`config.mk`:
```
export PLATFORM = sky130hd
export DESIGN_NAME = snm_front
export DESIGN_NICKNAME = d
export VERILOG_FILES = /design/src/design/snm_pkg.sv /design/src/design/snm_front.sv
export SDC_FILE = /design/constraint.sdc
export NUM_CORES = 1
export LEC_CHECK = 0
export ABC_AREA = 1
export BUFFER_PORTS_ARGS = -buffer_cell sky130_fd_sc_hd__buf_2
export CORE_ASPECT_RATIO = 1.5
export CORE_MARGIN = 5
export CORE_UTILIZATION = 60
export DETAILED_ROUTE_END_ITERATION = 16
export GPL_TIMING_DRIVEN = 0
export PLACE_DENSITY_LB_ADDON = 0.25
export SYNTH_ARGS = -nofsm -noshare
export SYNTH_HDL_FRONTEND = slang
export SYNTH_SLANG_ARGS = --single-unit
```
`constraint.sdc`:
```
create_clock -name clock -period 11.9 [get_ports clock]
set_input_delay 2.38 -clock clock [delete_from_list [all_inputs] [get_ports clock]]
set_output_delay 2.38 -clock clock [all_outputs]
set_load 0.01 [all_outputs]
```
`src/design/snm_pkg.sv`:
```
// Shared types, constants and tap tables of the Sobel normal-map block.
`timescale 1ns / 1ps
`default_nettype none
package snm_pkg;

   localparam int IMG_WIDTH_BITS   = 11;
   localparam int IMG_HEIGHT_BITS  = 16;
   localparam int RESET_WIDTH      = 256;
   localparam int RESET_HEIGHT     = 256;
   localparam int CSR_INDEX_BITS   = 2;
   localparam int CSR_DATA_BITS    = 16;
   localparam int QUEUE_DEPTH_BITS = 2;
   localparam int HEIGHT_IN_BITS   = 16;

   localparam logic [CSR_INDEX_BITS-1:0] CSR_IMAGE_WIDTH  = 2'd0;
   localparam logic [CSR_INDEX_BITS-1:0] CSR_IMAGE_HEIGHT = 2'd1;

   localparam logic REQ_SAMPLE = 1'b0;
   localparam logic REQ_DRAIN  = 1'b1;

   localparam logic [7:0]  ALPHA_OPAQUE = 8'd255;
   localparam logic [15:0] CHAN_SCALE_SQ = 16'd65025;

   typedef struct packed {
      logic                      req_type;
      logic [HEIGHT_IN_BITS-1:0] height_sample;
   } snm_req_type;

   typedef struct packed {
      logic [7:0] red;
      logic [7:0] green;
      logic [7:0] blue;
      logic [7:0] alpha;
      logic       last_of_frame;
   } snm_rsp_type;

   typedef struct packed {
      logic up;
      logic down;
      logic left;
      logic right;
      logic last;
   } snm_edge_type;

   typedef enum logic [1:0] {
      OFF_MINUS,
      OFF_ZERO,
      OFF_PLUS
   } snm_offset_type;

   typedef enum logic [1:0] {
      CH_RED,
      CH_GREEN,
      CH_BLUE
   } snm_chan_type;

   typedef enum logic [3:0] {
      BK_IDLE,
      BK_FETCH,
      BK_SQX,
      BK_SQY,
      BK_ASQ,
      BK_RLO,
      BK_RHI,
      BK_TSQ,
      BK_LLO,
      BK_LHI,
      BK_CMP,
      BK_OUT
   } snm_back_state_type;

   // Taps in order: top-left, top, top-right, left, right, bottom-left, bottom, bottom-right.
   function automatic snm_offset_type tap_row(input logic [2:0] k);
      snm_offset_type r;
      case (k)
         3'd0, 3'd1, 3'd2: r = OFF_MINUS;
         3'd3, 3'd4:       r = OFF_ZERO;
         default:          r = OFF_PLUS;
      endcase
      return r;
   endfunction

   function automatic snm_offset_type tap_col(input logic [2:0] k);
      snm_offset_type c;
      case (k)
         3'd0, 3'd3, 3'd5: c = OFF_MINUS;
         3'd1, 3'd6:       c = OFF_ZERO;
         default:          c = OFF_PLUS;
      endcase
      return c;
   endfunction

   function automatic logic signed [2:0] tap_dx(input logic [2:0] k);
      logic signed [2:0] w;
      case (k)
         3'd0, 3'd5: w = -3'sd1;
         3'd2, 3'd7: w = 3'sd1;
         3'd3:       w = -3'sd2;
         3'd4:       w = 3'sd2;
         default:    w = 3'sd0;
      endcase
      return w;
   endfunction

   function automatic logic signed [2:0] tap_dy(input logic [2:0] k);
      logic signed [2:0] w;
      case (k)
         3'd0, 3'd2: w = -3'sd1;
         3'd5, 3'd7: w = 3'sd1;
         3'd1:       w = -3'sd2;
         3'd6:       w = 3'sd2;
         default:    w = 3'sd0;
      endcase
      return w;
   endfunction

endpackage
`default_nettype wire

```
`src/design/snm_front.sv`:
```
// Front part: takes beats, writes the sample history and decides which pixel is due.
`timescale 1ns / 1ps
`default_nettype none
module snm_front #(
   parameter int MAX_WIDTH   = 1024,
   parameter int SAMPLE_BITS = 16
) (
   input  logic                                    clock,
   input  logic                                    reset,
   input  logic                                    req_valid,
   output logic                                    req_stall,
   input  snm_pkg::snm_req_type                    req_data,
   input  logic                                    csr_we,
   input  logic [snm_pkg::CSR_INDEX_BITS-1:0]      csr_index,
   input  logic [snm_pkg::CSR_DATA_BITS-1:0]       csr_wdata,
   input  logic                                    queue_full,
   input  logic                                    work_pending,
   output logic                                    job_push,
   output logic [$clog2(2*MAX_WIDTH+9)-1:0]        job_ptr,
   output snm_pkg::snm_edge_type                   job_edge,
   output logic                                    wr_en,
   output logic [$clog2(2*MAX_WIDTH+9)-1:0]        wr_addr,
   output logic [SAMPLE_BITS-1:0]                  wr_data,
   output logic [$clog2(MAX_WIDTH+1)-1:0]          width_eff
);
   import snm_pkg::*;

   localparam int W_BITS = $clog2(MAX_WIDTH+1);
   localparam int C_BITS = $clog2(MAX_WIDTH);
   localparam int P_BITS = $clog2(MAX_WIDTH+3);
   localparam int H_BITS = $clog2(2*MAX_WIDTH+9);
   localparam int CW     = W_BITS + 2;

   logic [IMG_WIDTH_BITS-1:0]  width_reg_ff, width_reg_in;
   logic [IMG_HEIGHT_BITS-1:0] height_reg_ff, height_reg_in;
   logic [C_BITS-1:0]          out_col_ff, out_col_in;
   logic [IMG_HEIGHT_BITS-1:0] out_row_ff, out_row_in;
   logic [P_BITS-1:0]          pend_ff, pend_in;
   logic [H_BITS-1:0]          newest_ff, newest_in;

   logic [IMG_HEIGHT_BITS-1:0] h_eff;
   logic [CW-1:0]              w_c, d_c, col_c;
   logic [P_BITS-1:0]          pend_nx, d;
   logic [H_BITS-1:0]          newest_nx;
   logic                       is_sample, accept, ready, emit, cfg_hit;
   logic                       last_row, next_last_row, last_col;

   always_comb begin
      if (width_reg_ff == '0) begin
         width_eff = W_BITS'(1);
      end else if (32'(width_reg_ff) > 32'(MAX_WIDTH)) begin
         width_eff = W_BITS'(MAX_WIDTH);
      end else begin
         width_eff = W_BITS'(width_reg_ff);
      end
   end

   assign h_eff     = (height_reg_ff == '0) ? IMG_HEIGHT_BITS'(1) : height_reg_ff;
   assign is_sample = (req_data.req_type == REQ_SAMPLE);
   assign req_stall = queue_full || (pend_ff == '0 && work_pending && is_sample);
   assign accept    = req_valid && !req_stall;
   assign cfg_hit   = csr_we && (csr_index == CSR_IMAGE_WIDTH || csr_index == CSR_IMAGE_HEIGHT);

   assign pend_nx   = pend_ff + P_BITS'(is_sample);
   assign d         = pend_nx - P_BITS'(1);
   assign newest_nx = newest_ff + H_BITS'(is_sample);

   assign w_c   = CW'(width_eff);
   assign d_c   = CW'(d);
   assign col_c = CW'(out_col_ff);

   assign last_row      = (out_row_ff == h_eff - IMG_HEIGHT_BITS'(1));
   assign next_last_row = (out_row_ff == h_eff - IMG_HEIGHT_BITS'(2));
   assign last_col      = (col_c == w_c - CW'(1));

   // A pixel is due once the sample below-right of it is in, or its frame is complete.
   assign ready = (pend_nx != '0) &&
                  ((d_c >= w_c + CW'(1)) ||
                   (last_row && (d_c + col_c >= w_c - CW'(1))) ||
                   (next_last_row && last_col && (d_c >= w_c)));
   assign emit  = accept && ready;

   assign job_push = emit;
   assign job_ptr  = newest_nx - H_BITS'(d);
   assign job_edge = '{up:    (out_row_ff != '0),
                       down:  !last_row,
                       left:  (out_col_ff != '0),
                       right: !last_col,
                       last:  last_row && last_col};

   assign wr_en   = accept && is_sample;
   assign wr_addr = newest_nx;
   assign wr_data = SAMPLE_BITS'(req_data.height_sample);

   always_comb begin
      width_reg_in  = width_reg_ff;
      height_reg_in = height_reg_ff;
      out_col_in    = out_col_ff;
      out_row_in    = out_row_ff;
      pend_in       = pend_ff;
      newest_in     = newest_ff;
      if (cfg_hit) begin
         if (csr_index == CSR_IMAGE_WIDTH) begin
            width_reg_in = csr_wdata[IMG_WIDTH_BITS-1:0];
         end else begin
            height_reg_in = csr_wdata[IMG_HEIGHT_BITS-1:0];
         end
         out_col_in = '0;
         out_row_in = '0;
         pend_in    = '0;
      end else if (accept) begin
         newest_in = newest_nx;
         pend_in   = pend_nx - P_BITS'(emit);
         if (emit) begin
            if (last_col) begin
               out_col_in = '0;
               out_row_in = last_row ? '0 : out_row_ff + 1'b1;
            end else begin
               out_col_in = out_col_ff + 1'b1;
            end
         end
      end
   end

   always_ff @(posedge clock) begin
      if (reset) begin
         width_reg_ff  <= IMG_WIDTH_BITS'(RESET_WIDTH);
         height_reg_ff <= IMG_HEIGHT_BITS'(RESET_HEIGHT);
         out_col_ff    <= '0;
         out_row_ff    <= '0;
         pend_ff       <= '0;
         newest_ff     <= '0;
      end else begin
         width_reg_ff  <= width_reg_in;
         height_reg_ff <= height_reg_in;
         out_col_ff    <= out_col_in;
         out_row_ff    <= out_row_in;
         pend_ff       <= pend_in;
         newest_ff     <= newest_in;
      end
   end

endmodule
`default_nettype wire

```
# After elaboration in Yosys (flattened, before gate mapping)
# Cells that the tools add are included.
[op_classes] mux=5 n_addsub=12 reduce_logical=31 n_eq_ne=4 bitwise=3 magnitude_cmp=4
[ops] cell="$eq 16x16->1" count=2
[ops] cell="$mux 16" count=2
[ops] cell="$logic_not 11->1" count=2
[ops] cell="$mux 11" count=2
[ops] cell="$add 16x1->16 const B" count=1
[ops] cell="$logic_not 16->1" count=1
[ops] cell="$reduce_bool 16->1" count=1
[ops] cell="$sub 16x1->16 const B" count=1
[ops] cell="$sub 16x2->16 const B" count=1
[ops] cell="$eq 10x13->1" count=1
[ops] cell="$ge 12x13->1" count=1
[ops] cell="$add 11x1->12 const B" count=1
[ops] cell="$add 11x10->12" count=1
[ops] cell="$add 12x1->12" count=1
[ops] cell="$ge 11x12->1" count=1
[ops] cell="$sub 11x1->12 const B" count=1
[ops] cell="$sub 12x11->12" count=1
[ops] cell="$add 11x1->11" count=1
[ops] cell="$ge 11x11->1" count=1
[ops] cell="$gt 11x11->1 const B" count=1
[ops] cell="$logic_and 1x1->1" count=11
[ops] cell="$reduce_bool 11->1" count=1
[ops] cell="$sub 11x1->11" count=1
[ops] cell="$sub 11x1->11 const B" count=1
[ops] cell="other kinds (11)" count=21
[word_totals] ff_bits=76 input_bits=41

# Logic depth before layout (Yosys ltp)
[depth] word_depth=11 depth_mapped=44

# Least setup slack after synthesis
# Ideal clock, no wire load.
[synth_path] path_type="input to output" from="input req_data[16] (netlist name)" to="output job_push" setup_slack_ns=2.990 path_stages=32 path_buffers=0 t_arrival_ns=6.530 t_required_ns=9.520 cell_sequence="inv_1 -> ha_1 -> ha_1 -> nand2_1 -> nor2_1 -> xor2_1 -> nor2_1 -> inv_1 -> nor2_1 -> inv_1 -> nor2_1 -> xor2_1 -> ha_1 -> a21oi_1 -> o21ai_0 -> a21oi_1 -> nor2_1 -> nor2_1 -> o21bai_1 -> nand3_1 -> nand2_1 -> xnor2_1 -> ha_1 -> nand2_1 -> or4_1 -> nand3_1 -> nand4_1 -> nand2_1 -> inv_1 -> nand2_2 -> nand2_1 -> clkinv_1"
[synth_via] elab_chain_len=10 word_cells_on_any_way=18 classes_between="add/sub (3); order compare (3); bitwise (1); reduce/logical (11)"
[synth_lines] item="start: declaration" line="snm_front.sv:12" text="input snm_pkg::snm_req_type req_data,"
[synth_lines] item="$not 1->1 (*)" line="snm_front.sv:59" text="assign is_sample = (req_data.req_type == REQ_SAMPLE);"
[synth_lines] item="$add 11x1->11" line="snm_front.sv:64" text="assign pend_nx = pend_ff + P_BITS'(is_sample);"
[synth_lines] item="$sub 11x1->11" line="snm_front.sv:65" text="assign d = pend_nx - P_BITS'(1);"
[synth_lines] item="$add 11x10->12" line="snm_front.sv:79" text="(last_row && (d_c + col_c >= w_c - CW'(1))) ||"
[synth_lines] item="$ge 12x13->1" line="snm_front.sv:79"
[synth_lines] item="$logic_and 1x1->1" line="snm_front.sv:79"
[synth_lines] item="$logic_or 1x1->1" line="snm_front.sv:78" text="((d_c >= w_c + CW'(1)) ||"
[synth_lines] item="$logic_or 1x1->1" line="snm_front.sv:79"
[synth_lines] item="$logic_and 1x1->1" line="snm_front.sv:77" text="assign ready = (pend_nx != '0) &&"
[synth_lines] item="$logic_and 1x1->1 (*)" line="snm_front.sv:81" text="assign emit = accept && ready;"
[synth_lines] item="end: declaration" line="snm_front.sv:18" text="output logic job_push,"
# Mark *: on every way between the ends. The rest lies on a longest branch, timed or not.

# Worst setup path in the final report
# Ends and elaborated chain as after synthesis.

==> run_results.csv <==
group,metric,value,unit
status,status,"finished, final reports clean",
worst_setup_path,slowest_delay,0.49,ns
yosys,netlist_area,8260,um2
cts,cts_root_buf,"clkbuf_16",
worst_setup_path,ff2ff_path_depth,41,
placement,placed_cell_area,8880,um2
worst_setup_path,slowest_stage,"xor2_1",
placement,dp_hpwl,20.2,mm
worst_setup_path,crit_path_max_fanout,10,
job,drv_cap,0,
route,wire_per_inst,16.1,um
worst_setup_path,reg2reg_to,"pend_ff[10]",
sta,finalSetupTns,0,ns
worst_setup_path,cp.arrival,7.86,ns
yosys,synth_cell_types,53,
sta,setup_viol,0,
final_layout,regArea,1520,um2
yosys,synth_top_area_frac,0.184,
yosys,synth_common_cells,"nand2_1 (230), inv_1 (184), nor2_1 (164), xor2_1 (96)",
floorplan,die-height,154,um
worst_setup_path,critical_path_class,"in2out",
yosys,synth-edff-count,0,
global_route,grt_pass1_vias,8568,
final_layout,drive_above_1_share,0.124,
floorplan,num_rows,52,
global_route,grt_pass1_wl,40.2,mm
final_layout,filler_cell_count,1270,
worst_setup_path,reg2reg_from,"pend_ff[0]",
cts,cts-buffers-inserted,9,
yosys,synth.most_common_cell,"nand2_1",
global_route,grt_overflow,0,
worst_setup_path,endpoint_kind,"primary output",
yosys,synth-seq-cells,76,
yosys,yosysSeqAreaShare,0.184,
cts,ctsResizeCount,0,
placement,gp_congestion,0.969,
yosys,synthArstFlopShare,0,
power,p_per_area,114,nW/um2
floorplan,ios,100,
global_route,grt_max_degree,14,
cts,hold_buffers,0,
cts,clockBufferDepth,2,
min_path,holdCritPathClass,"reg2reg",
worst_setup_path,cp.required,9.52,ns
cts,post_cts_buffers,0,
worst_setup_path,startpoint,"req_data[16]",
route,routed_wl,24.9,mm
yosys,avgSynthCellArea,6.43,um2
sta,finalHoldViolCount,0,
placement,portBuffers,83,
global_route,grt_use_total,0.305,
floorplan,design.die.area,16300,um2
cts,cts.clk_slew.worst_paths,0.06,ns
sta,skew,0.00933,ns
sta,layout_min_cycle_time,10.24,ns
cts,cts.sinks,76,
sta,tightest_slew,0.755,ns
sta,rsz0062_at_grt,"false",
cts,cts_tree,"built",
final_layout,multi_input_area,5710,um2
yosys,syn_inst,1284,
yosys,yosys.area.top_type,"dfxtp_1",
global_route,antenna_found_initial,0,
final_layout,areaGrowthSynthToFinish,11.7,%
worst_setup_path,reg2reg_slack,4.74,ns
worst_setup_path,crit_path_end,"job_push",
route,vias_per_cell,5.69,
yosys,yosysWarnings,0,
power,power.static_leakage,4.63,nW
route,drt_first_pass_iters,5,
floorplan,start_util,0.610,
sta,layout_worst_path_cycle_share,0.860,
floorplan,die_width,106,um
final_layout,layout.nets,1493,
route,drtIter0Drc,481,
sta,drv_slew,0,
worst_setup_path,cp_common_cell,"nor2_1",
yosys,ys_top_cells_by_area,"dfxtp_1 (18%), ha_1 (11%), nand2_1 (10%)",
cts,clk_latency,0.35,ns
sta,fmax,0.0977,GHz
route,detail-route-antenna-nets,0,
power,ir_drop,0.0795,mV
yosys,synth_flop_cell,"dfxtp_1",
final_layout,final_area,9220,um2
final_layout,finalCoreUtilization,0.681,
sta,max_slew_margin,0.495,
final_layout,n_antenna_cell,0,
worst_setup_path,critPathLaunchType,"input port",
cts,h-tree-depth,3,
route,drc,0,
route,num_vias,8798,
floorplan,core,13500,um2
[report_power, final]
| part | internal (mW) | switching (mW) |
|---|---|---|
| registers | 0.266 | 0.0138 |
| clock network | 0.205 | 0.117 |
| logic | 0.169 | 0.284 |
| total | 0.640 | 0.415 |
[critical path: cells and delay by family]
family	cells	cell delay [ns]
buffers and inverters	7	0.95
adders and majority gates	4	1.08
and+or+nand+nor	14	1.58
xor gates and xnor gates	3	0.81
AOI/OAI and AO/OA	6	1.03
[cell usage in the layout, fill, tap and decap left out, types with 3 or more instances in the layout]
master,instances
bufinv_16,3
nor3_2,4
o21a_1,3
nand2_1,230
buf_2,88
clkbuf_1,22
inv_1,184
nand3b_1,4
o21bai_1,5
nand4_1,48
nand2_4,5
ha_1,71
nand3_1,75
nor3_1,26
o21ai_2,4
clkinv_4,3
a211oi_1,6
nand3_2,9
a21oi_1,76
xor2_1,96
buf_4,19
and2_1,3
o211ai_1,5
nor2_4,4
clkbuf_16,9
dfxtp_1,76
nor4_1,10
o21ai_0,68
inv_2,4
xnor2_1,17
nor2_1,164
nand2_2,8
[registers in the layout, summed over array words and instances, names as in the netlist]
name           flops
height_reg_ff     16
width_reg_ff      11
out_col_ff        10
out_row_ff        16
pend_ff           11
newest_ff         12
[cell type report]
class / instances / area share
Multi-Input combinational cell: 968 / 0.619
Tap cell: 162 / 0.0220
Clock buffer: 10 / 0.0248
Buffer: 49 / 0.0330
Clock inverter: 6 / 0.0122
Timing Repair Buffer: 83 / 0.0451
Inverter: 192 / 0.0790
Sequential cell: 76 / 0.165
[cell families (layout without fill, tap and decap cells)]
| kind of cell | Yosys count | in the layout | share of synthesized area |
|---|---|---|---|
| AOI/OAI and AO/OA | 180 | 180 | 0.122 |
| buffers and inverters | 241 | 340 | 0.125 |
| xor gates and xnor gates | 114 | 114 | 0.123 |
| other | 1 | 2 | 0.000454 |
| adders and majority gates | 73 | 73 | 0.112 |
| and+or+nand+nor | 599 | 599 | 0.333 |
| DFF | 76 | 76 | 0.184 |
[worst min-delay path by stage]
stage / cells past startpoint / slack (ns) / endpoint / from
floorplan: 2 / 0.45 / out_row_ff[6] / out_row_ff[6]
global placement: 2 / 0.47 / newest_ff[11] / newest_ff[11]
detailed placement: 2 / 0.48 / newest_ff[11] / newest_ff[11]
CTS: 2 / 0.49 / newest_ff[11] / newest_ff[11]
global route: 2 / 0.51 / newest_ff[11] / newest_ff[11]
finish: 2 / 0.49 / newest_ff[11] / newest_ff[11]
[through the flow]
stage	instances	setup slack (ns)	hold slack, ns	power [mW]
3_3_place_gp	1530	1.83	0.471	0.721
5_1_grt	1546	1.16	0.507	1.13
2_1_floorplan	1285	2.99	0.453	0.609
3_5_place_dp	1530	1.81	0.482	0.729
4_1_cts	1546	1.80	0.492	1.05
6_report	1546	1.66	0.485	1.05
[metal layers]
metal  up-vias  part of all wire  GRT usage
met5         -                 0          0
met4         0             0.083      0.232
met3       125             0.049     0.0461
met2       322              0.51      0.566
met1      3988              0.36      0.298
li1       4363                 -          -
Note: power is estimated with default switching activity, not from simulation.
