==> config.mk <==
export PLATFORM = sky130hd
export DESIGN_NAME = snm_queue
export DESIGN_NICKNAME = d
export VERILOG_FILES = /design/src/design/snm_pkg.sv /design/src/design/snm_queue.sv
export SDC_FILE = /design/constraint.sdc
export NUM_CORES = 1
export LEC_CHECK = 0
export BUFFER_PORTS_ARGS = -buffer_cell sky130_fd_sc_hd__buf_2
export CELL_PAD_IN_SITES_DETAIL_PLACEMENT = 1
export CELL_PAD_IN_SITES_GLOBAL_PLACEMENT = 1
export CORE_MARGIN = 3
export CORE_UTILIZATION = 30
export CTS_CLUSTER_DIAMETER = 60
export DETAILED_ROUTE_END_ITERATION = 10
export MAX_ROUTING_LAYER = met4
export PLACE_DENSITY = 0.59
export SKIP_CTS_REPAIR_TIMING = 1
export SYNTH_ARGS = -nofsm -noshare
export SYNTH_HDL_FRONTEND = slang
export SYNTH_SLANG_ARGS = --single-unit
==> constraint.sdc <==
create_clock -name clock -period 2.9 [get_ports clock]
set_input_delay 0.58 -clock clock [delete_from_list [all_inputs] [get_ports clock]]
set_output_delay 0.58 -clock clock [all_outputs]
set_load 0.005 [all_outputs]
==> src/design/snm_pkg.sv <==
// Shared types, constants and tap tables of the Sobel normal-map block.
`timescale 1ns / 1ps
`default_nettype none
package snm_pkg;

   localparam int IMG_WIDTH_BITS   = 11;
   localparam int IMG_HEIGHT_BITS  = 16;
   localparam int RESET_WIDTH      = 256;
   localparam int RESET_HEIGHT     = 256;
   localparam int CSR_INDEX_BITS   = 2;
   localparam int CSR_DATA_BITS    = 16;
   localparam int QUEUE_DEPTH_BITS = 2;
   localparam int HEIGHT_IN_BITS   = 16;

   localparam logic [CSR_INDEX_BITS-1:0] CSR_IMAGE_WIDTH  = 2'd0;
   localparam logic [CSR_INDEX_BITS-1:0] CSR_IMAGE_HEIGHT = 2'd1;

   localparam logic REQ_SAMPLE = 1'b0;
   localparam logic REQ_DRAIN  = 1'b1;

   localparam logic [7:0]  ALPHA_OPAQUE = 8'd255;
   localparam logic [15:0] CHAN_SCALE_SQ = 16'd65025;

   typedef struct packed {
      logic                      req_type;
      logic [HEIGHT_IN_BITS-1:0] height_sample;
   } snm_req_type;

   typedef struct packed {
      logic [7:0] red;
      logic [7:0] green;
      logic [7:0] blue;
      logic [7:0] alpha;
      logic       last_of_frame;
   } snm_rsp_type;

   typedef struct packed {
      logic up;
      logic down;
      logic left;
      logic right;
      logic last;
   } snm_edge_type;

   typedef enum logic [1:0] {
      OFF_MINUS,
      OFF_ZERO,
      OFF_PLUS
   } snm_offset_type;

   typedef enum logic [1:0] {
      CH_RED,
      CH_GREEN,
      CH_BLUE
   } snm_chan_type;

   typedef enum logic [3:0] {
      BK_IDLE,
      BK_FETCH,
      BK_SQX,
      BK_SQY,
      BK_ASQ,
      BK_RLO,
      BK_RHI,
      BK_TSQ,
      BK_LLO,
      BK_LHI,
      BK_CMP,
      BK_OUT
   } snm_back_state_type;

   // Taps in order: top-left, top, top-right, left, right, bottom-left, bottom, bottom-right.
   function automatic snm_offset_type tap_row(input logic [2:0] k);
      snm_offset_type r;
      case (k)
         3'd0, 3'd1, 3'd2: r = OFF_MINUS;
         3'd3, 3'd4:       r = OFF_ZERO;
         default:          r = OFF_PLUS;
      endcase
      return r;
   endfunction

   function automatic snm_offset_type tap_col(input logic [2:0] k);
      snm_offset_type c;
      case (k)
         3'd0, 3'd3, 3'd5: c = OFF_MINUS;
         3'd1, 3'd6:       c = OFF_ZERO;
         default:          c = OFF_PLUS;
      endcase
      return c;
   endfunction

   function automatic logic signed [2:0] tap_dx(input logic [2:0] k);
      logic signed [2:0] w;
      case (k)
         3'd0, 3'd5: w = -3'sd1;
         3'd2, 3'd7: w = 3'sd1;
         3'd3:       w = -3'sd2;
         3'd4:       w = 3'sd2;
         default:    w = 3'sd0;
      endcase
      return w;
   endfunction

   function automatic logic signed [2:0] tap_dy(input logic [2:0] k);
      logic signed [2:0] w;
      case (k)
         3'd0, 3'd2: w = -3'sd1;
         3'd5, 3'd7: w = 3'sd1;
         3'd1:       w = -3'sd2;
         3'd6:       w = 3'sd2;
         default:    w = 3'sd0;
      endcase
      return w;
   endfunction

endpackage
`default_nettype wire

==> src/design/snm_queue.sv <==
// Small job queue between the front and back parts.
`timescale 1ns / 1ps
`default_nettype none
module snm_queue #(
   parameter int DATA_BITS = 16
) (
   input  logic                 clock,
   input  logic                 reset,
   input  logic                 push,
   input  logic [DATA_BITS-1:0] push_data,
   input  logic                 pop,
   output logic [DATA_BITS-1:0] pop_data,
   output logic                 full,
   output logic                 empty
);
   import snm_pkg::*;

   localparam int QB    = QUEUE_DEPTH_BITS;
   localparam int DEPTH = 2 ** QB;

   logic [DATA_BITS-1:0] entry_ff [DEPTH];
   logic [DATA_BITS-1:0] entry_in [DEPTH];
   logic [QB-1:0]        wr_ptr_ff, wr_ptr_in, rd_ptr_ff, rd_ptr_in;
   logic [QB:0]          count_ff, count_in;
   logic                 do_push, do_pop;

   assign full     = (count_ff == (QB+1)'(DEPTH));
   assign empty    = (count_ff == '0);
   assign pop_data = entry_ff[rd_ptr_ff];
   assign do_push  = push && !full;
   assign do_pop   = pop && !empty;

   always_comb begin
      entry_in  = entry_ff;
      wr_ptr_in = wr_ptr_ff;
      rd_ptr_in = rd_ptr_ff;
      count_in  = count_ff;
      if (do_push) begin
         entry_in[wr_ptr_ff] = push_data;
         wr_ptr_in = wr_ptr_ff + 1'b1;
      end
      if (do_pop) begin
         rd_ptr_in = rd_ptr_ff + 1'b1;
      end
      if (do_push && !do_pop) begin
         count_in = count_ff + 1'b1;
      end else if (do_pop && !do_push) begin
         count_in = count_ff - 1'b1;
      end
   end

   always_ff @(posedge clock) begin
      entry_ff <= entry_in;
   end

   always_ff @(posedge clock) begin
      if (reset) begin
         wr_ptr_ff <= '0;
         rd_ptr_ff <= '0;
         count_ff  <= '0;
      end else begin
         wr_ptr_ff <= wr_ptr_in;
         rd_ptr_ff <= rd_ptr_in;
         count_ff  <= count_in;
      end
   end

endmodule
`default_nettype wire

After elaboration in Yosys (flattened, before gate mapping)
Cells that the tools add are included.
{"block": "op_classes", "add_sub_neg": 4, "n_lt_le_gt_ge": 3, "eq_ne": 1, "n_mux": 8, "bitwise_logic": 2, "reduce_logical": 11}
{"cell": "bitwise mux 64 bit", "n": 1}
{"cell": "two-way mux 16 bit", "n": 3}
{"cell": "binary-select mux 16 bit (select 2 bit)", "n": 1}
{"cell": "demux 16 bit (select 2 bit)", "n": 1}
{"cell": ">= comparator 3 bit (second input constant)", "n": 2}
{"cell": "two-way mux 3 bit", "n": 2}
{"cell": "NOT 2 -> 3 bit", "n": 2}
{"cell": "logical AND 1 bit", "n": 5}
{"cell": "adder 2 x 1 -> 2 bit (second input constant)", "n": 2}
{"cell": "zero test 1 bit", "n": 4}
{"cell": "adder 3 x 1 -> 3 bit (second input constant)", "n": 1}
{"cell": "equality test 3 bit (second input constant)", "n": 1}
{"cell": "zero test 3 bit", "n": 1}
{"cell": "< comparator 3 x 1 -> 1 bit (second input constant)", "n": 1}
{"cell": "subtractor 3 x 1 -> 3 bit (second input constant)", "n": 1}
{"cell": "nonzero test 2 bit", "n": 1}
{"block": "word_totals", "regBits": 71, "in_bits": 20, "output_inout_bits": 18, "wordCells": 36}

Longest topological paths before layout
Gate-level depths: netlist (run 1).
{"block": "logic_depth", "word_depth": 7, "mapped_depth": 8, "depth_no_buf": 8}

Least setup slack after synthesis (run 1)
Ideal clock, no wire load.
{"block": "synth_timing", "kind": "input -> register", "from": "input push", "to": "register count_ff[2]", "setup_ps": 70, "arrival_time_ps": 2048, "required_time_ps": 2830, "setup_slack_ps": 782, "path_stages": 8, "n_path_buf": 0, "cell_sequence": "inv_1 -> nor2_1 -> ha_1 -> inv_1 -> fa_1 -> xor2_1 -> or3_1 -> a21oi_1"}
{"block": "synth_via", "elab_chain_cells": 4, "word_cells_on_any_way": 6, "classes_between": "mux (1); reduce/logical (5)"}
{"item": "from (decl)", "line": "snm_queue.sv:9", "rtl": "input logic push,"}
{"item": "logical AND 1 bit *", "line": "snm_queue.sv:30", "rtl": "assign do_push = push && !full;"}
{"item": "named net do_push", "line": "snm_queue.sv:25", "rtl": "logic do_push, do_pop;"}
{"item": "zero test 1 bit", "line": "snm_queue.sv:47", "rtl": "end else if (do_pop && !do_push) begin"}
{"item": "logical AND 1 bit", "line": "snm_queue.sv:47"}
{"item": "nonzero test 2 bit (no line)"}
{"item": "to (signal assigned)", "line": "snm_queue.sv:64", "rtl": "count_ff <= count_in;"}
{"item": "to (decl)", "line": "snm_queue.sv:24", "rtl": "logic [QB:0] count_ff, count_in;"}
The timed path passes the listed nets; every way through them passes the cells marked *.
A chain may end at the register's enable or synchronous reset.

Worst setup path after layout (run 1)
{"block": "layout_timing", "from": "register rd_ptr_ff[0]", "to": "output pop_data[10]"}
{"block": "layout_via", "elab_chain_cells": 4}
{"item": "from (decl)", "line": "snm_queue.sv:23", "rtl": "logic [QB-1:0] wr_ptr_ff, wr_ptr_in, rd_ptr_ff, rd_ptr_in;"}
{"item": "from (signal assigned)", "line": "snm_queue.sv:63", "rtl": "rd_ptr_ff <= rd_ptr_in;"}
{"item": "NOT 2 -> 3 bit (implied by the code)", "line": "snm_queue.sv:29", "rtl": "assign pop_data = entry_ff[rd_ptr_ff];"}
{"item": "binary-select mux 16 bit (select 2 bit)", "line": "snm_queue.sv:29"}
{"item": "two-way mux 16 bit (implied by the code) (2 in series)", "line": "snm_queue.sv:29"}
{"item": "to (decl)", "line": "snm_queue.sv:12", "rtl": "output logic [DATA_BITS-1:0] pop_data,"}
No other way between the ends. The select of a mux whose other input is x is not followed.

==> impl_metrics.json, run 1 <==
{
  "irDropWorstVdd_v": 0.000346,
  "relSlewSlack_pct": 44.3,
  "synth_cell_types": 22,
  "p_leak_nw": 1.17,
  "tns_ns": 0,
  "vias_per_cell": 4.68,
  "fin_crit_sh_pct": 82.1,
  "start_kind": "flop",
  "yosysTopAreaCell": "edfxtp_1",
  "cts_sinks": 71,
  "clk_pin_slew_ns": 0.07,
  "insertion_delay_ns": 0.33,
  "synth_cells": 128,
  "wire_per_inst_um": 17.1,
  "synth_top_cells_by_count": "64 x edfxtp_1, 8 x mux4_1, 8 x mux4_2",
  "hold-path-cell-count": 1,
  "max_freq_ghz": 0.420,
  "syn-num-nets": 154,
  "fin_worst_skew_ns": 0.00609,
  "clockBufferDepth": 2,
  "drt_first_pass_iters": 4,
  "r2r-start": "count_ff[0]",
  "worstSetupEndpointType": "output port",
  "nets": 204,
  "hp-class": "in2reg",
  "dpl_cell_area_sq_um": 3090,
  "dieArea_sq_um": 10400,
  "layout_min_cycle_time_ns": 2.38,
  "synth_ff_type": "edfxtp_1",
  "num_vias": 1361,
  "htree_num_levels": 3,
  "clockRootBuffer": "clkbuf_8",
  "async_flop_share_pct": 0,
  "hp-start": "push_data[7]",
  "ys_ff_latch": 71,
  "hold_violations": 0,
  "finalPower_mw": 2.73,
  "fillCellCount": 890,
  "cts_tree": "built",
  "reg2reg_to": "count_ff[2]",
  "synth_top_area_share_pct": 69.4,
  "post_route_cells_drive_above_1_share_pct": 36.6,
  "tightest_slew_ns": 0.834,
  "hold_end": "entry_ff[39]",
  "io_pins": 38,
  "die_x_um": 102,
  "antenna_found_initial": 0,
  "gp_congestion": 0.681,
  "yosysMostFrequentCell": "edfxtp_1",
  "ff2ff_path_depth": 8,
  "p_per_area_nw_per_um2": 826,
  "drc_errors": 0,
  "dpl_worst_slack_ns": 0.408,
  "antennaDiodeCount": 0,
  "setup_violations": 0,
  "yosysWarnings": 0,
  "maxSlewViolCount": 0,
  "grt_max_degree": 18,
  "maxCapViolations": 0,
  "port_buffers": 37,
  "first_global_vias": 1505,
  "instances_no_fill": 291,
  "dp_cells": 275,
  "syn-cell-area_sq_um": 2770,
  "finish.instance_area_sq_um": 3310,
  "reg2reg_slack_ns": 0.59,
  "areaGrowthSynthToFinish_pct": 19.4,
  "grt_usage_pct": 10.7,
  "critPathRequiredTime_ns": 2.32,
  "path_max_fanout": 16,
  "drt_iter0_drc": 93,
  "dp.final_hpwl_um": 3490,
  "synth.area.top_cells": "edfxtp_1 69%, mux4_1 7.6%, mux4_2 6.5%",
  "synth-edff-count": 64,
  "synth_area_per_cell_sq_um": 21.6,
  "grt_pass1_wl_um": 7660,
  "crit_type": "reg2out",
  "chipHeight_um": 102,
  "rows": 34,
  "seq_area_frac_synth_pct": 74.5,
  "status": "complete, no violations",
  "grt_setup_unrepaired": "false",
  "core_area_sq_um": 8850,
  "grt_overflow_total": 0,
  "final_antenna_net_count": 0,
  "setup_ws_ns": 0.520,
  "cts_buffers": 9,
  "critPathArrivalTime_ns": 1.80,
  "start_util_pct": 31.3,
  "wirelength_um": 4990
}
layer usage:
layer	vias up	track usage, %	share of wire, %
met4	0	5.45	2.1
met2	40	17.7	52
met1	692	11.9	42
met5	-	-	0
li1	618	-	-
met3	11	2.87	4.0
cells in the final DEF, fill, tap and decap left out, types with 4 or more instances in the layout:
cell / netlist / layout
mux4_2: 8 / 8
nor2_1: 5 / 5
buf_4: 0 / 6
inv_1: 4 / 4
edfxtp_1: 64 / 64
xor2_1: 4 / 4
ha_1: 5 / 5
clkbuf_8: 0 / 9
dfxtp_1: 7 / 7
buf_2: 2 / 37
and2_1: 4 / 4
mux4_1: 8 / 8
critical path, stage by stage (launching register included):
cell,delay (ns)
dfxtp_1,0.36
buf_4,0.32
mux4_1,0.62
buf_2,0.15
state kept, by name (all words and copies together) (netlist names):
register,count
count_ff,3
entry_ff,64
rd_ptr_ff,2
wr_ptr_ff,2
final cells by class:
type / count / area, sq um / area share (%)
clock buffer: 10 / 128 / 3.86
clock inverter: 6 / 85.1 / 2.57
timing repair buffer: 43 / 230 / 6.96
sequential: 71 / 2060 / 62.4
multi-input combinational: 49 / 651 / 19.7
tap: 108 / 135 / 4.09
inverter: 4 / 15.0 / 0.454
through the flow:
step / hold WS (ns) / util, %
2_1_floorplan: 0.481 / -
3_3_place_gp: 0.496 / 35.0
3_5_place_dp: 0.516 / 35.0
4_1_cts: 0.448 / 37.4
5_1_grt: 0.440 / 37.4
6_report: 0.465 / 37.4
where the power goes:
| group | internal [mW] | switching [mW] | total (mW) |
|---|---|---|---|
| Clock | 0.481 | 0.339 | 0.820 |
| Combinational | 0.326 | 0.282 | 0.608 |
| Sequential | 1.23 | 0.0695 | 1.30 |
| Total | 2.04 | 0.691 | 2.73 |
logic make-up after synthesis:
family / share of synthesized area, %
xor gates and xnor gates: 1.27
DFF: 74.5
adders and majority gates: 2.98
buffers and inverters: 2.03
AOI/OAI and AO/OA: 1.31
muxes: 14.8
and+or+nand+nor: 3.12
worst max path at each step:
stage / start / to / slack (ns) / cells past startpoint
3_5_place_dp: push / count_ff[2] / 0.41 / 9
5_1_grt: rd_ptr_ff[0] / pop_data[15] / 0.36 / 3
6_report: rd_ptr_ff[0] / pop_data[10] / 0.52 / 3
3_3_place_gp: push / count_ff[2] / 0.61 / 9
4_1_cts: rd_ptr_ff[1] / pop_data[11] / 0.47 / 2
2_1_floorplan: push / count_ff[2] / 0.78 / 8
Power figures use the tool's default switching activity.
==> inputs of run 2 (changes only) <==
Clock period 2.9 ns to 2.4 ns, I/O delays scaled along.
==> run 2 against run 1 <==
  * Count of clock-buffer cells in the layout is the same
  * Worst setup slack got worse by 0.29 ns
  * Sequential share of layout area increased by 0.45 points
  * Routed wire length up 2.7%
  * Critical path depth did not move
  * Critical path type unchanged
  * Largest power group unchanged
  * Highest routed layer unchanged
==> impl_metrics.json, run 2 (same netlist as run 1, synthesis figures left out) <==
{
  "largest_register": "entry_ff",
  "tightest_slew_ns": 0.411,
  "drc_errors": 0,
  "fin_util_pct": 37.1,
  "status": "complete, no violations",
  "hold-path-cell-count": 1,
  "grt_setup_unrepaired": "false",
  "num_vias": 1344,
  "path_max_fanout": 16,
  "dp.final_hpwl_um": 3580,
  "tns_ns": 0,
  "insertion_delay_ns": 0.33,
  "fillCellCount": 889,
  "port_buffers": 37,
  "p_leak_nw": 1.17,
  "antennaDiodeCount": 0,
  "r2r-start": "count_ff[0]",
  "clk_pin_slew_ns": 0.07,
  "layout_commonest_cell": "edfxtp_1",
  "hp-class": "in2reg",
  "cts_tree": "built",
  "multiInputGateArea_sq_um": 651,
  "whs_ns": 0.360,
  "io_pins": 38,
  "chipHeight_um": 102,
  "post_route_cells_drive_above_1_share_pct": 36.2,
  "start_kind": "flop",
  "irDropWorstVdd_v": 0.000441,
  "dieArea_sq_um": 10400,
  "largestRegisters": "entry_ff x64, count_ff x3",
  "areaGrowthSynthToFinish_pct": 18.5,
  "grt_max_degree": 17,
  "reg2reg_slack_ns": 0.24,
  "cts_sinks": 71,
  "antenna_found_initial": 0,
  "maxSlewViolCount": 0,
  "max_freq_ghz": 0.462,
  "fin_crit_sh_pct": 90.2,
  "wirelength_um": 5130,
  "instances_no_fill": 293,
  "slowest_delay_ns": 0.58,
  "regArea_sq_um": 2060,
  "critPathRequiredTime_ns": 1.92,
  "critPathArrivalTime_ns": 1.69,
  "critical-path-top-delay-family": "multiplexers",
  "maxCapViolations": 0,
  "die_x_um": 102,
  "first_global_vias": 1557,
  "rows": 34,
  "nets": 207,
  "drt_iter0_drc": 43,
  "cp_cell_sequence": "buf_12 -> mux4_1 -> buf_2",
  "core_area_sq_um": 8850,
  "crit_type": "reg2out",
  "start_util_pct": 31.3,
  "reg2reg_to": "count_ff[2]",
  "htree_num_levels": 3,
  "final_antenna_net_count": 0,
  "p_per_area_nw_per_um2": 943,
  "grt_pass1_wl_um": 8150,
  "final_cell_mix": "64 x edfxtp_1, 37 x buf_2, 9 x clkbuf_8",
  "critPathSlowestCell": "mux4_1",
  "grt_overflow_total": 0,
  "hold_violations": 0,
  "worstSetupEndpointType": "output port",
  "dp_cells": 278,
  "dpl_worst_slack_ns": 0.251,
  "fin_worst_skew_ns": 0.00280,
  "setup_violations": 0,
  "setup_ws_ns": 0.234,
  "gp_congestion": 0.839,
  "crit_start": "rd_ptr_ff[0]",
  "ff2ff_path_depth": 7,
  "clockBufferDepth": 2,
  "hold_end": "entry_ff[39]",
  "wire_per_inst_um": 17.5,
  "clockRootBuffer": "clkbuf_8",
  "layout_min_cycle_time_ns": 2.17,
  "hp-start": "push_data[7]",
  "largest_reg_flops": 64,
  "cts_buffers": 9,
  "relSlewSlack_pct": 72.2,
  "drt_first_pass_iters": 4,
  "crit_buf_inv": 2,
  "grt_usage_pct": 11.2,
  "vias_per_cell": 4.59
}
==> run 2: worst max-delay path by stage <==
| stage | endpoint | slack, ns | depth (start not counted) |
|---|---|---|---|
| finish | pop_data[15] | 0.23 | 3 |
| global route | count_ff[2] | 0.13 | 7 |
| CTS | pop_data[15] | 0.19 | 3 |
| detailed placement | count_ff[2] | 0.25 | 7 |
| global placement | count_ff[2] | 0.38 | 7 |
| floorplan | count_ff[2] | 0.37 | 8 |
==> run 2: routing by layer <==
metal	vias up	share of wire (%)	GRT usage [%]
met5	-	0	-
met2	35	52	18.5
li1	622	-	-
met3	9	4.7	4.16
met4	0	1.3	4.24
met1	678	42	12.4
==> run 2: stage by stage <==
step | instance area (sq um) | power, mW
after global routing | 3280 | 3.29
after detailed placement | 3130 | 2.40
after floorplan | 2770 | 2.09
after CTS | 3280 | 3.16
final | 3280 | 3.10
after global placement | 3130 | 2.35
==> run 2: final cells by class <==
class / instances / area share (%)
flip-flops and latches: 71 / 62.8
inverters: 4 / 0.457
well taps: 108 / 4.12
clock buffers: 10 / 3.89
repair buffers: 46 / 8.08
multi-input cells: 49 / 19.8
clock inverters: 5 / 0.801
==> run 2: power by group <==
group	leakage [nW]	switching [mW]	internal [mW]
combinational	0.440	0.361	0.419
sequential	0.644	0.0704	1.49
clock	0.0810	0.395	0.360
total	1.17	0.826	2.27
==> inputs of run 3 (changes only) <==
--- a/config.mk
+++ b/config.mk
@@ -14,3 +14,2 @@
 export DETAILED_ROUTE_END_ITERATION = 10
-export MAX_ROUTING_LAYER = met4
 export PLACE_DENSITY = 0.59
==> constraint.sdc (replaced) <==
create_clock -name clock -period 2.4 [get_ports clock]
set_input_delay 0.12 -clock clock [delete_from_list [all_inputs] [get_ports clock]]
set_output_delay 0.12 -clock clock [all_outputs]
set_load 0.005 [all_outputs]
==> run 3 against run 2 <==
  * Non-clock buffer count up 11
  * Cell count up 4.1%
  * Register-to-register slack worse by 0.04 ns
  * Routed wire length up 3.2%
  * Total power up 4.6%
  * Sequential power about the same
  * Worst setup slack worse by 0.034 ns
  * Clock power up 18%
  * Sequential share of layout area down 2.7 points
  * Fmax down 1.5%
  * Via count up 4.0%
  * First-iteration DRC count down 14%
==> impl_metrics.json, run 3 (same netlist as run 1, synthesis figures left out) <==
{
  "status": "complete, no violations",
  "tns_ns": 0,
  "htree_num_levels": 3,
  "dpl_cell_area_sq_um": 3120,
  "layout_min_cycle_time_ns": 2.20,
  "hold_violations": 0,
  "drt_iter0_drc": 37,
  "largest_register": "entry_ff",
  "vias_per_cell": 4.58,
  "critPathArrivalTime_ns": 2.47,
  "port_buffers": 37,
  "finish.instance_area_sq_um": 3430,
  "die_x_um": 102,
  "dp_cells": 277,
  "relSlewSlack_pct": 72.7,
  "maxSlewViolCount": 0,
  "gp_congestion": 0.758,
  "post_route_cells_drive_above_1_share_pct": 34.0,
  "path_max_fanout": 6,
  "nets": 218,
  "slowest_delay_ns": 0.49,
  "critPathSlowestCell": "dfxtp_1",
  "io_pins": 38,
  "grt_usage_pct": 11.1,
  "grt_pass1_wl_um": 8190,
  "core_area_sq_um": 8850,
  "fin_worst_skew_ns": 0.00922,
  "critPathRequiredTime_ns": 2.67,
  "dieArea_sq_um": 10400,
  "wire_per_inst_um": 17.3,
  "cts_buffers": 9,
  "clk_pin_slew_ns": 0.07,
  "num_vias": 1398,
  "wl_met3_um": 237,
  "crit_buf_inv": 1,
  "areaGrowthSynthToFinish_pct": 23.9,
  "rows": 34,
  "cts_tree": "built",
  "clockBufferDepth": 2,
  "wirelength_um": 5290,
  "dp.final_hpwl_um": 3680,
  "grt_setup_unrepaired": "false",
  "instances_no_fill": 305,
  "p_leak_nw": 1.22,
  "top_layer": "met4",
  "largest_reg_flops": 64,
  "fin_crit_sh_pct": 91.6,
  "clockRootBuffer": "clkbuf_8",
  "cts_sinks": 71,
  "antenna_found_initial": 0,
  "final_cell_mix": "64 x edfxtp_1, 37 x buf_2, 12 x dlygate4sd3_1, 9 x clkbuf_8",
  "final_antenna_net_count": 0,
  "insertion_delay_ns": 0.34,
  "start_util_pct": 31.3,
  "chipHeight_um": 102,
  "setup_ws_ns": 0.200,
  "tightest_slew_ns": 0.410,
  "met2WireLength_um": 2780,
  "maxCapViolations": 0,
  "largestRegisters": "entry_ff x64, count_ff x3",
  "p_per_area_nw_per_um2": 944,
  "dpl_worst_slack_ns": 0.219,
  "antennaDiodeCount": 0,
  "layout_commonest_cell": "edfxtp_1",
  "hp-class": "in2reg",
  "setup_violations": 0,
  "max_freq_ghz": 0.455,
  "grt_overflow_total": 0,
  "critical-path-top-delay-family": "simple AND/OR/NAND/NOR gates",
  "cp_cell_sequence": "nor3b_2 -> nor2_1 -> ha_1 -> inv_1 -> fa_1 -> xor2_1 -> or3_1 -> a21oi_1",
  "drt-met1-wl_um": 2160,
  "drt_first_pass_iters": 2,
  "crit_type": "reg2reg",
  "drc_errors": 0,
  "start_kind": "flop",
  "first_global_vias": 1562,
  "worstSetupEndpointType": "flop",
  "irDropWorstVdd_v": 0.000417,
  "grt_max_degree": 17
}
-- run 3: cell types whose count changed in the layout (fill, tap and decap cells not counted), sizes merged --
cell / delta
clkinvlp: +2
dlygate4sd3: +12
bufinv: +1
buf: -1
clkinv: -2
-- run 3: cell type report --
cell class	instances	area, sq um
inverters	4	15.0
multi-input cells	49	651
fillers	894	5420
clock inverters	6	61.3
well taps	108	135
repair buffers	57	378
flip-flops and latches	71	2060
clock buffers	10	128
-- run 3: path summary, 6_finish.rpt --
path            startpoint      endpoint  slack, ns  cells after the start
max            count_ff[0]   count_ff[2]       0.20                      8
min          push_data[13]  entry_ff[61]       0.02                      1
max reg2reg    count_ff[0]   count_ff[2]       0.20                      8
min reg2reg   rd_ptr_ff[1]  rd_ptr_ff[1]       0.53                      2
-- run 3: stage by stage --
stage / total power [mW] / util [%] / hold WS, ns
6_report: 3.24 / 38.8 / 0.0212
5_1_grt: 3.43 / 38.8 / 0.00580
4_1_cts: 3.29 / 37.4 / -0.0292
3_5_place_dp: 2.38 / 35.3 / 0.340
3_3_place_gp: 2.32 / 35.3 / 0.333
2_1_floorplan: 2.09 / - / 0.189
-- run 3: per-layer routing --
layer	track usage (%)	up-vias
met1	12.2	706
met4	5.95	0
met2	18.5	33
met3	4.23	10
met5	0	-
li1	-	649
-- run 3: where the power goes --
group	internal (mW)	leakage (nW)	total [mW]	switching, mW
combinational	0.415	0.484	0.787	0.372
clock	0.474	0.0876	0.892	0.418
sequential	1.49	0.644	1.56	0.0685
